File: src/rtl/core/pqc_pkg.sv
package pqc_pkg;

  localparam int PALETTE_ENTRIES_DEF = 256;
  localparam int BUCKET_BITS_DEF     = 5;
  localparam int COLOR_W             = 8;
  localparam int IDX_W               = 8;
  localparam int CACHE_W             = IDX_W + 1;
  localparam int RGB_W               = 3 * COLOR_W;
  localparam int SQ_W                = 2 * COLOR_W;
  localparam int DIST_W              = SQ_W + 2;

  typedef enum logic [1:0] {
    KIND_PIXEL     = 2'd0,
    KIND_PAL_WRITE = 2'd1,
    KIND_FRAME     = 2'd2,
    KIND_RSVD      = 2'd3
  } kind_t;

  typedef enum logic {
    RT_PIXEL = 1'b0,
    RT_FRAME = 1'b1
  } result_type_t;

  typedef enum logic [1:0] {
    RES_HIT,
    RES_SEARCH,
    RES_FS_KEEP,
    RES_FS_RELOAD
  } res_sel_t;

  typedef enum logic [3:0] {
    S_CLEAR_ALL,
    S_IDLE,
    S_WR_CMP,
    S_PX_CHECK,
    S_SEARCH,
    S_DRAIN,
    S_PX_STORE,
    S_FS_CHECK,
    S_CLEAR_CACHE,
    S_COPY,
    S_COPY_TAIL,
    S_EMIT
  } state_t;

  typedef struct packed {
    logic     idle;
    logic     clear_step;
    logic     clear_pal;
    logic     rebuild_start;
    logic     copy_step;
    logic     wr_commit;
    logic     search_start;
    logic     search_step;
    logic     px_store;
    logic     res_load;
    res_sel_t res_sel;
    logic     emit;
  } pqc_cmd_t;

  typedef struct packed {
    logic       accept;
    logic [1:0] kind;
    logic       clear_last;
    logic       changed;
    logic       copy_last;
    logic       hit;
    logic       search_last;
    logic       pipe_busy;
    logic       out_free;
  } pqc_stat_t;

endpackage

File: src/rtl/core/pqc_ctrl.sv
module pqc_ctrl
  import pqc_pkg::*;
(
  input  logic      clk,
  input  logic      rst,
  input  pqc_stat_t st,
  output pqc_cmd_t  cmd
);

  state_t state;
  state_t state_next;

  always_ff @(posedge clk) begin
    if (rst) begin
      state <= S_CLEAR_ALL;
    end else begin
      state <= state_next;
    end
  end

  always_comb begin
    state_next = state;
    unique case (state)
      S_CLEAR_ALL: if (st.clear_last) state_next = S_IDLE;
      S_IDLE: begin
        if (st.accept) begin
          unique case (st.kind)
            KIND_PIXEL:     state_next = S_PX_CHECK;
            KIND_PAL_WRITE: state_next = S_WR_CMP;
            KIND_FRAME:     state_next = S_FS_CHECK;
            default:        state_next = S_IDLE;
          endcase
        end
      end
      S_WR_CMP:      state_next = S_IDLE;
      S_PX_CHECK:    state_next = st.hit ? S_EMIT : S_SEARCH;
      S_SEARCH:      if (st.search_last) state_next = S_DRAIN;
      S_DRAIN:       if (!st.pipe_busy) state_next = S_PX_STORE;
      S_PX_STORE:    state_next = S_EMIT;
      S_FS_CHECK:    state_next = st.changed ? S_CLEAR_CACHE : S_EMIT;
      S_CLEAR_CACHE: if (st.clear_last) state_next = S_COPY;
      S_COPY:        if (st.copy_last) state_next = S_COPY_TAIL;
      S_COPY_TAIL:   state_next = S_EMIT;
      S_EMIT:        if (st.out_free) state_next = S_IDLE;
      default:       state_next = S_CLEAR_ALL;
    endcase
  end

  always_comb begin
    cmd = '0;
    cmd.res_sel = RES_HIT;
    unique case (state)
      S_CLEAR_ALL: begin
        cmd.clear_step = 1'b1;
        cmd.clear_pal  = 1'b1;
      end
      S_IDLE:   cmd.idle = 1'b1;
      S_WR_CMP: cmd.wr_commit = 1'b1;
      S_PX_CHECK: begin
        cmd.res_load     = st.hit;
        cmd.res_sel      = RES_HIT;
        cmd.search_start = !st.hit;
      end
      S_SEARCH: cmd.search_step = 1'b1;
      S_DRAIN:  cmd = '0;
      S_PX_STORE: begin
        cmd.px_store = 1'b1;
        cmd.res_load = 1'b1;
        cmd.res_sel  = RES_SEARCH;
      end
      S_FS_CHECK: begin
        cmd.rebuild_start = st.changed;
        cmd.res_load      = !st.changed;
        cmd.res_sel       = RES_FS_KEEP;
      end
      S_CLEAR_CACHE: cmd.clear_step = 1'b1;
      S_COPY:        cmd.copy_step = 1'b1;
      S_COPY_TAIL: begin
        cmd.res_load = 1'b1;
        cmd.res_sel  = RES_FS_RELOAD;
      end
      S_EMIT:  cmd.emit = 1'b1;
      default: cmd = '0;
    endcase
  end

endmodule

File: config.mk
export PLATFORM = sky130hd
export DESIGN_NAME = pqc_ctrl
export DESIGN_NICKNAME = d
export VERILOG_FILES = /design/src/rtl/core/pqc_pkg.sv /design/src/rtl/core/pqc_ctrl.sv
export SDC_FILE = /design/constraint.sdc
export NUM_CORES = 1
export LEC_CHECK = 0
export ABC_CLOCK_PERIOD_IN_PS = 3400
export BUFFER_PORTS_ARGS = -buffer_cell sky130_fd_sc_hd__buf_2
export CORE_MARGIN = 2
export CORE_UTILIZATION = 35
export CTS_CLUSTER_SIZE = 8
export DETAILED_ROUTE_END_ITERATION = 10
export PLACE_DENSITY = 0.74
export SLEW_MARGIN = 40
export SYNTH_ARGS = -nofsm -noshare
export SYNTH_HDL_FRONTEND = slang
export SYNTH_SLANG_ARGS = --single-unit
export TNS_END_PERCENT = 50
File: constraint.sdc
create_clock -name clk -period 3.4 [get_ports clk]
set_clock_uncertainty 0.2 [all_clocks]
set_input_delay 0.34 -clock clk [delete_from_list [all_inputs] [get_ports clk]]
set_output_delay 0.34 -clock clk [all_outputs]
set_load 0.005 [all_outputs]
==> impl_metrics.toml, run 1 <==
[synthesis]
synth_top_area_share_pct = 15.24
syn_area_per_cell_um2 = 7.007
synth_ff_type = "dfxtp_1"
synth_seq_area_share_pct = 15.24
postSynth.asyncResetShare_pct = 0
synth_area_leaders = "dfxtp_1 (15%), nor3_1 (6.7%), nor2_1 (5.7%)"
synth_fp_nets = 87
yosys_warnings = 0
synthesis.area_um2 = 525.5
synth_cells = 75
synth-edff-count = 0
synth-seq-cells = 4
ys_types = 37
synth_top_area_cell = "dfxtp_1"

[placed_design]
dp.final_hpwl_um = 956
dpl-instance-area_um2 = 616.8
portBuffers = 24
pre_cts_ws_ns = 1.359
gp_congestion = 0.8334

[clock_tree]
clk_latency_ns = 0.24
cts_root_buffer = "clkbuf_4"
post_cts_resize_count = 0
cts_setup_buffers = 0
path_clk_slew_ns = 0.04
cts_buffers = 3
cts.sinks = 4
clockBufferDepth = 2
cts_hold_buf = 0
cts.htree.levels = 1
tritoncts = "done"

[sta]
fin_setup_tns_ns = 0
fmax_ghz = 0.4329
worst_slack_ns = 1.090
worst_pin_slew_ns = 0.6293
slew_viol_final = 0
slew_headroom_pct = 57.99
setup_viol_count_final = 0
fin_crit_ns = 2.310
hold_violations = 0
timing.final.crit_share_pct = 67.95
rsz0062_at_grt = "no"

[min_path]
min_to = "state[1]"
whs_path_depth = 2
hp-start = "st[0]"
min_path_type = "input pin to flop"

[global_route]
grt_pass1_wl_um = 2118
antenna_found_initial = 0
grt-ovfl-total = 0
grt_pass1_vias = 480
grt_use_total_pct = 15.38
grt_max_degree = 22

[critical_path]
cp_data_required_time_ns = 2.86
end_kind = "primary output"
slowest_stage = "dfxtp_1"
r2r-start = "state[2]"
worstPathMaxFanout = 21
reg2regPathDepth = 5
worst-path-buf-inv = 2
cp.arrival_ns = 1.77
r2r_slack_ns = 1.43
r2r_end = "state[2]"
criticalPathCategory = "flop to primary output"
start_kind = "flop"
critPathTopFamily = "flip-flops"
cpPeakStageDelay_ns = 0.71
path_cells = "inv_1 > a31o_2 > a21oi_1 > nor2_1 > buf_2"

[floorplan]
initial_utilization_pct = 38.92
die_height_um = 42.75
pin_count = 25
core_area_um2 = 1350
dieArea_um2 = 1828
die_w_um = 42.75
core.rowCount = 13

[power]
ir_worst_vdd_mv = 0.1609
power_leakage_nw = 0.2845
powerDensity_nw_per_um2 = 332.6
power_w = 0.0002126

[run_status]
status = "finished, final reports clean"

[route]
drc = 0
wire_per_inst_um = 12.23
vias_per_cell = 5.491
ant_nets = 0
drt_pass1_iterations = 4
finalWirelength_um = 1345
first_iter_violations = 14
vias = 604

[finish]
n_antenna_cell = 0
top_regs = "state: 4 flops"
drive_gt1_share_pct = 32.63
post-route-util_pct = 47.36
areaGrowthSynthToFinish_pct = 21.67
largest_reg_flops = 4
top_register = "state"
final_area_um2 = 639.4
fin_nets = 109

[job]
drv_cap = 0
per-stage QoR:
step                      hold WS, ns  std cells
after detailed placement       0.3646        107
after CTS                      0.1169        110
after floorplan                0.2062         75
final                          0.1152        110
after global routing           0.1277        110
after global placement         0.3532        107
cells in the mapped netlist, types with 2 or more instances:
library cell and count:
nor3_1 7, dfxtp_1 4, mux2i_1 2, nor2_1 8, buf_4 3, o22ai_1 2
a21oi_1 5, inv_1 4, o21ai_1 2, nor2b_1 4, o21ai_0 3, nand2_1 4
nor4_1 3
per-layer routing:
| metal | wire length [um] | up-vias | share of wire [%] | GRT usage, % |
|---|---|---|---|---|
| met2 | 622 | 22 | 46 | 22.73 |
| met3 | 81 | 3 | 6.0 | 4.255 |
| met1 | 626 | 265 | 47 | 19.44 |
| li1 | - | 314 | - | - |
| met4 | 14 | 0 | 1.0 | 9.375 |
| met5 | 0 | - | 0 | 0 |
cell families (layout without fill, tap and decap cells):
logic type	after synthesis	after routing	share of synthesized area, %
AO/OA/AOI/OAI	22	22	31.67
flip-flops	4	4	15.24
XOR/XNOR	1	1	1.667
multiplexers	2	2	3.810
buffers and inverters	11	31	11.90
AND/OR/NAND/NOR	35	35	35.72
report_power, final:
group          switching, W  internal (W)
Sequential        0.0000174     0.0000513
Clock             0.0000217     0.0000396
Combinational     0.0000409     0.0000417
final cells by class:
cell class / instances / area (um^2)
clock buffer: 3 / 22.52
fill: 140 / 710.7
inverter: 4 / 15.01
multi-input combinational: 60 / 382.9
sequential: 4 / 80.08
tap: 15 / 18.77
timing repair buffer: 24 / 120.1
placed cells by master, fill, tap and decap left out, types with 2 or more instances in the layout:
cell type and count:
buf_2 24, nor2b_1 4, o21ai_0 3, a21oi_1 5
mux2i_1 2, o22ai_1 2, inv_1 4, nor3_1 7
o21ai_1 2, dfxtp_1 4, nand2_1 4, nor2_1 8
clkbuf_4 3, nor4_1 3
how the worst max path moves through the flow:
stage | to | cells after the start | startpoint
2_1_floorplan | state[2] | 6 | state[2]
3_3_place_gp | cmd[3] | 5 | state[2]
3_5_place_dp | cmd[3] | 5 | state[2]
4_1_cts | cmd[3] | 5 | state[2]
5_1_grt | cmd[3] | 5 | state[2]
6_report | cmd[3] | 5 | state[2]
Note: power is estimated with default switching activity, not from simulation.
==> run 2: changes to the inputs <==
Settings changed: ABC_AREA set to 1, ABC_CLOCK_PERIOD_IN_PS 3400 to 2330, PLACE_DENSITY 0.74 to 0.76.
Clock period 3.4 ns to 2.33 ns, I/O delays scaled along.
==> impl_metrics.toml, run 2 <==
[run_status]
status = "finished, final reports clean"

[placed_design]
gp_congestion = 0.8928
dpl-instance-area_um2 = 609.3
portBuffers = 24
dp.final_hpwl_um = 1105

[critical_path]
cp.arrival_ns = 1.46
r2r_end = "state[0]"
criticalPathCategory = "flop to primary output"
cp_common_cell = "nand2_1"
path_cells = "inv_1 > nand2_1 > nor2_1 > nand2_1 > nand2_1 > nor2_1 > inv_1 > buf_2"
cp_data_required_time_ns = 1.90
reg2regPathDepth = 7
endpoint = "cmd[3]"
slowest_stage = "dfxtp_1"
r2r_slack_ns = 0.76
r2r-start = "state[3]"
cpPeakStageDelay_ns = 0.44
start_kind = "flop"
crit_path_start = "state[3]"
end_kind = "primary output"
worstPathMaxFanout = 6

[synthesis]
synth_top_family_by_area = "simple AND/OR/NAND/NOR gates"
synth_commonest_cells = "nand2_1 (31), inv_1 (22), nor2_1 (15)"
synthAdderAreaFrac_pct = 0
synth_mux_area_share_pct = 0
synth_ff_type = "dfxtp_1"
synth_area_leaders = "nand2_1 (25%), inv_1 (18%), dfxtp_1 (17%)"
synth-edff-count = 0
postSynth.asyncResetShare_pct = 0
synth-seq-cells = 4
yosys_warnings = 0
yosysMostFrequentCell = "nand2_1"
synth_fp_nets = 108
synth_top_area_share_pct = 24.73
synth_cells = 96
synth_xor_area_share_pct = 0
synth_seq_area_share_pct = 17.02
synthesis.area_um2 = 470.5
synth_top_area_cell = "nand2_1"
synth_compound_area_share_pct = 7.979
ys_types = 13
syn_area_per_cell_um2 = 4.901
synthSimpleGateAreaFrac_pct = 56.65

[power]
power_w = 0.0004641
powerDensity_nw_per_um2 = 734.5
power_leakage_nw = 0.4594
ir_worst_vdd_mv = 0.4155

[min_path]
min_path_type = "input pin to flop"
whs_path_depth = 2

[route]
vias_per_cell = 4.848
drt_pass1_iterations = 4
wire_per_inst_um = 9.609
first_iter_violations = 31
ant_nets = 0
finalWirelength_um = 1326
vias = 669
drc = 0

[floorplan]
initial_utilization_pct = 36.61
die_w_um = 40.66
dieArea_um2 = 1653
core.rowCount = 13
pin_count = 25
core_area_um2 = 1285
die_height_um = 40.66

[clock_tree]
post_cts_resize_count = 0
cts.sinks = 4
clk_latency_ns = 0.23
cts_root_buffer = "clkbuf_4"
tritoncts = "done"
clockBufferDepth = 2
cts.htree.levels = 1
cts_setup_buffers = 0
cts_buffers = 3
cts_hold_buf = 0
path_clk_slew_ns = 0.04

[sta]
setup_viol_count_final = 0
worst_pin_slew_ns = 0.4027
timing.final.crit_share_pct = 81.07
holdWs_ns = 0.01678
fin_crit_ns = 1.889
slew_viol_final = 0
fin_setup_tns_ns = 0
slew_headroom_pct = 73.05
rsz0062_at_grt = "no"
fmax_ghz = 0.5294
hold_violations = 0

[finish]
final_area_um2 = 631.9
fill_cells = 155
fin_nets = 137
top_regs = "state: 4 flops"
largest_reg_flops = 4
final_common_cell = "nand2_1"
top_register = "state"
areaGrowthSynthToFinish_pct = 34.31
drive_gt1_share_pct = 26.02
final_cell_mix = "nand2_1 (31), buf_2 (24), inv_1 (22), nor2_1 (15), nand3_1 (11)"
n_antenna_cell = 0

[global_route]
grt_pass1_wl_um = 2118
grt_pass1_vias = 543
grt_max_degree = 8
antenna_found_initial = 0
grt_use_total_pct = 18.98
grt-ovfl-total = 0

[job]
drv_cap = 0
[run 2: cell count changes after synthesis, sizes merged, moves of 2 or more]
cell	previous run	this run
o22ai	2	0
mux2i	2	0
nand2	4	32
clkbuf	2	0
buf	5	0
nor2	8	16
nand3	1	11
inv	4	23
nor4	3	0
o21ai	5	0
nor3	7	1
nor2b	4	0
[run 2: worst max-delay path: cells and delay by family, from the launching register on]
| family | cells | cell delay, ns |
|---|---|---|
| buf+inv | 3 | 0.28 |
| flops | 1 | 0.44 |
| simple gates | 5 | 0.51 |
[run 2: stage by stage]
| step | worst slack, ns | util [%] | instances |
|---|---|---|---|
| 4_1_cts | 0.4506 | 49.17 | 138 |
| 3_3_place_gp | 0.6995 | 47.42 | 135 |
| 2_1_floorplan | 0.9715 | - | 96 |
| 6_report | 0.4410 | 49.17 | 138 |
| 3_5_place_dp | 0.7066 | 47.42 | 135 |
| 5_1_grt | 0.2845 | 49.17 | 138 |
[run 2: final cells by class]
type / count / area (um^2) / share of cell area [%]
well taps: 15 / 18.77 / 2.970
flip-flops and latches: 4 / 80.08 / 12.67
multi-input cells: 69 / 304.0 / 48.12
repair buffers: 24 / 120.1 / 19.01
clock buffers: 3 / 22.52 / 3.564
inverters: 23 / 86.33 / 13.66
[run 2: cell families after synthesis]
logic type | count (synthesis)
and+or+nand+nor | 62
DFF | 4
AOI/OAI and AO/OA | 7
buffers and inverters | 23
[run 2: metal layers]
layer	vias to the layer above	share of wire (%)	track usage (%)
li1	342	-	-
met1	279	44	22.62
met2	42	47	34.13
met3	6	8.1	6.522
met4	0	1.4	0.8333
met5	-	0	0
[run 2: worst min-delay path by stage]
stage          start        to
3_5_place_dp     rst  state[0]
5_1_grt          rst  state[3]
4_1_cts          rst  state[0]
2_1_floorplan    rst  state[0]
6_report         rst  state[0]
3_3_place_gp     rst  state[0]
[run 2: where the power goes]
part	internal [W]	total (W)	switching, W
Combinational	0.000113	0.000272	0.000159
Sequential	0.0000842	0.000108	0.0000234
Clock	0.0000575	0.0000848	0.0000273
Total	0.000254	0.000464	0.000210
==> run 3: changes to the inputs <==
Settings changed: ABC_CLOCK_PERIOD_IN_PS 2330 to 1900.
Clock period 2.33 ns to 1.9 ns, I/O delays scaled along.
==> impl_metrics.toml, run 3 (synthesized netlist as in run 2, its figures left out) <==
[finish]
final_common_cell = "nand2_1"
fill_cells = 160
top_register = "state"
seqCellArea_um2 = 82.58
areaGrowthSynthToFinish_pct = 38.03
fin_nets = 138
multi_input_area_um2 = 309.0
top_regs = "state: 4 flops"
fin_cells = 139
n_antenna_cell = 0
final_cell_mix = "nand2_1 (31), buf_2 (24), inv_1 (22), nor2_1 (13), nand3_1 (11)"
largest_reg_flops = 4
drive_gt1_share_pct = 29.03

[power]
pwr-share-comb_pct = 58.7
power_leakage_nw = 0.4665
p_sw_w = 0.0002646
sw_frac_of_total_pct = 45.61
p_clk_share_pct = 18.4
powerDensity_nw_per_um2 = 893.3
p_int_w = 0.0003155
seq_power_share_pct = 22.9
ir_worst_vdd_mv = 0.3981

[global_route]
grt-ovfl-total = 0
grt_max_degree = 8
grt_pass1_wl_um = 2042
grt_use_total_pct = 18.53
antenna_found_initial = 0
grt_pass1_vias = 559

[sta]
rsz0062_at_grt = "no"
worst_pin_slew_ns = 0.2857
fin_crit_ns = 1.716
slew_viol_final = 0
hold_violations = 0
slew_headroom_pct = 80.93
fin_setup_tns_ns = 0
worst_slack_ns = 0.1840
fmax_ghz = 0.5828
setup_viol_count_final = 0
timing.final.crit_share_pct = 90.31

[critical_path]
crit_path_start = "state[3]"
cpPeakStageDelay_ns = 0.38
cp_common_cell = "nand2_1"
slowest_stage = "dfxtp_2"
critPathTopFamily = "simple AND/OR/NAND/NOR gates"
path_cells = "inv_1 > nand2_1 > nor2_1 > nand2_1 > nand2_1 > nor2_2 > inv_1 > buf_2"
r2r_end = "state[0]"
cp_data_required_time_ns = 1.51
worstPathMaxFanout = 6
cp.arrival_ns = 1.33
reg2regPathDepth = 7
start_kind = "flop"
r2r_slack_ns = 0.36
criticalPathCategory = "flop to primary output"
worst-path-buf-inv = 3
r2r-start = "state[0]"
end_kind = "primary output"

[min_path]
whs_path_depth = 4
min_path_type = "input pin to flop"
hp-start = "st[0]"
min_to = "state[1]"

[route]
finalWirelength_um = 1324
vias_per_cell = 4.719
drc = 0
ant_nets = 0
wire_per_inst_um = 9.525
first_iter_violations = 11
drt_pass1_iterations = 4
vias = 656

[floorplan]
pin_count = 25
dieArea_um2 = 1653
core_area_um2 = 1285
die_height_um = 40.66
initial_utilization_pct = 36.61
die_w_um = 40.66
core.rowCount = 13

[clock_tree]
cts_root_buffer = "clkbuf_4"
path_clk_slew_ns = 0.04
cts_buffers = 3
tritoncts = "done"
cts.htree.levels = 1
cts.sinks = 4
clockBufferDepth = 2
clk_latency_ns = 0.24

[job]
drv_cap = 0

[placed_design]
dp.cells = 135
portBuffers = 24
pre_cts_ws_ns = 0.3333
dp.final_hpwl_um = 1076
gp_congestion = 0.8786

[run_status]
status = "finished, final reports clean"
## run 3: what timing repair did
action	in CTS	in global routing
endpoints found under the setup margin	0	1
resized for setup	0	4
hold buffers	1	0
setup buffers	0	0
hold endpoints to repair	4	0
## run 3: power by group through the flow
stage               clock [W]  combinational [W]  sequential [W]
floorplan                   0           0.000235        0.000125
detailed placement          0           0.000334        0.000131
global placement            0           0.000328        0.000132
CTS                  0.000110           0.000337        0.000130
global route         0.000125           0.000385        0.000136
finish               0.000107           0.000340        0.000133
## run 3: layer usage
layer,vias to the layer above,routed length (um),GRT usage [%]
met5,-,0,0
met4,0,0,0
met3,0,99,6.522
met2,24,648,34.13
met1,283,576,21.64
li1,349,-,-
## run 3: through the flow
| stage | power, W | utilization, % | hold slack [ns] | area, um^2 |
|---|---|---|---|---|
| after CTS | 0.0005767 | 49.95 | 0.1013 | 641.9 |
| final | 0.0005801 | 50.54 | 0.1114 | 649.4 |
| after global routing | 0.0006465 | 50.54 | 0.1086 | 649.4 |
| after floorplan | 0.0003601 | - | 0.05907 | 470.5 |
| after detailed placement | 0.0004656 | 47.42 | 0.2077 | 609.3 |
| after global placement | 0.0004599 | 47.42 | 0.1992 | 609.3 |
## run 3: area by class of cell
class / instances / area share, %
repair buffers: 25 / 20.04
clock buffers: 3 / 3.468
inverters: 23 / 13.29
flip-flops and latches: 4 / 12.72
multi-input cells: 69 / 47.59
well taps: 15 / 2.890
## run 3: worst max path at each step
stage	slack, ns	to	cells after the start
finish	0.18	cmd[3]	8
global route	0.06	cmd[3]	8
CTS	0.08	cmd[3]	6
detailed placement	0.33	state[0]	7
global placement	0.32	cmd[3]	6
floorplan	0.54	state[0]	7
## run 3: worst min-delay path, cell delays in order
cell     delay [ns]
buf_2          0.07
inv_1          0.03
nand3_1        0.11
a21oi_1        0.08
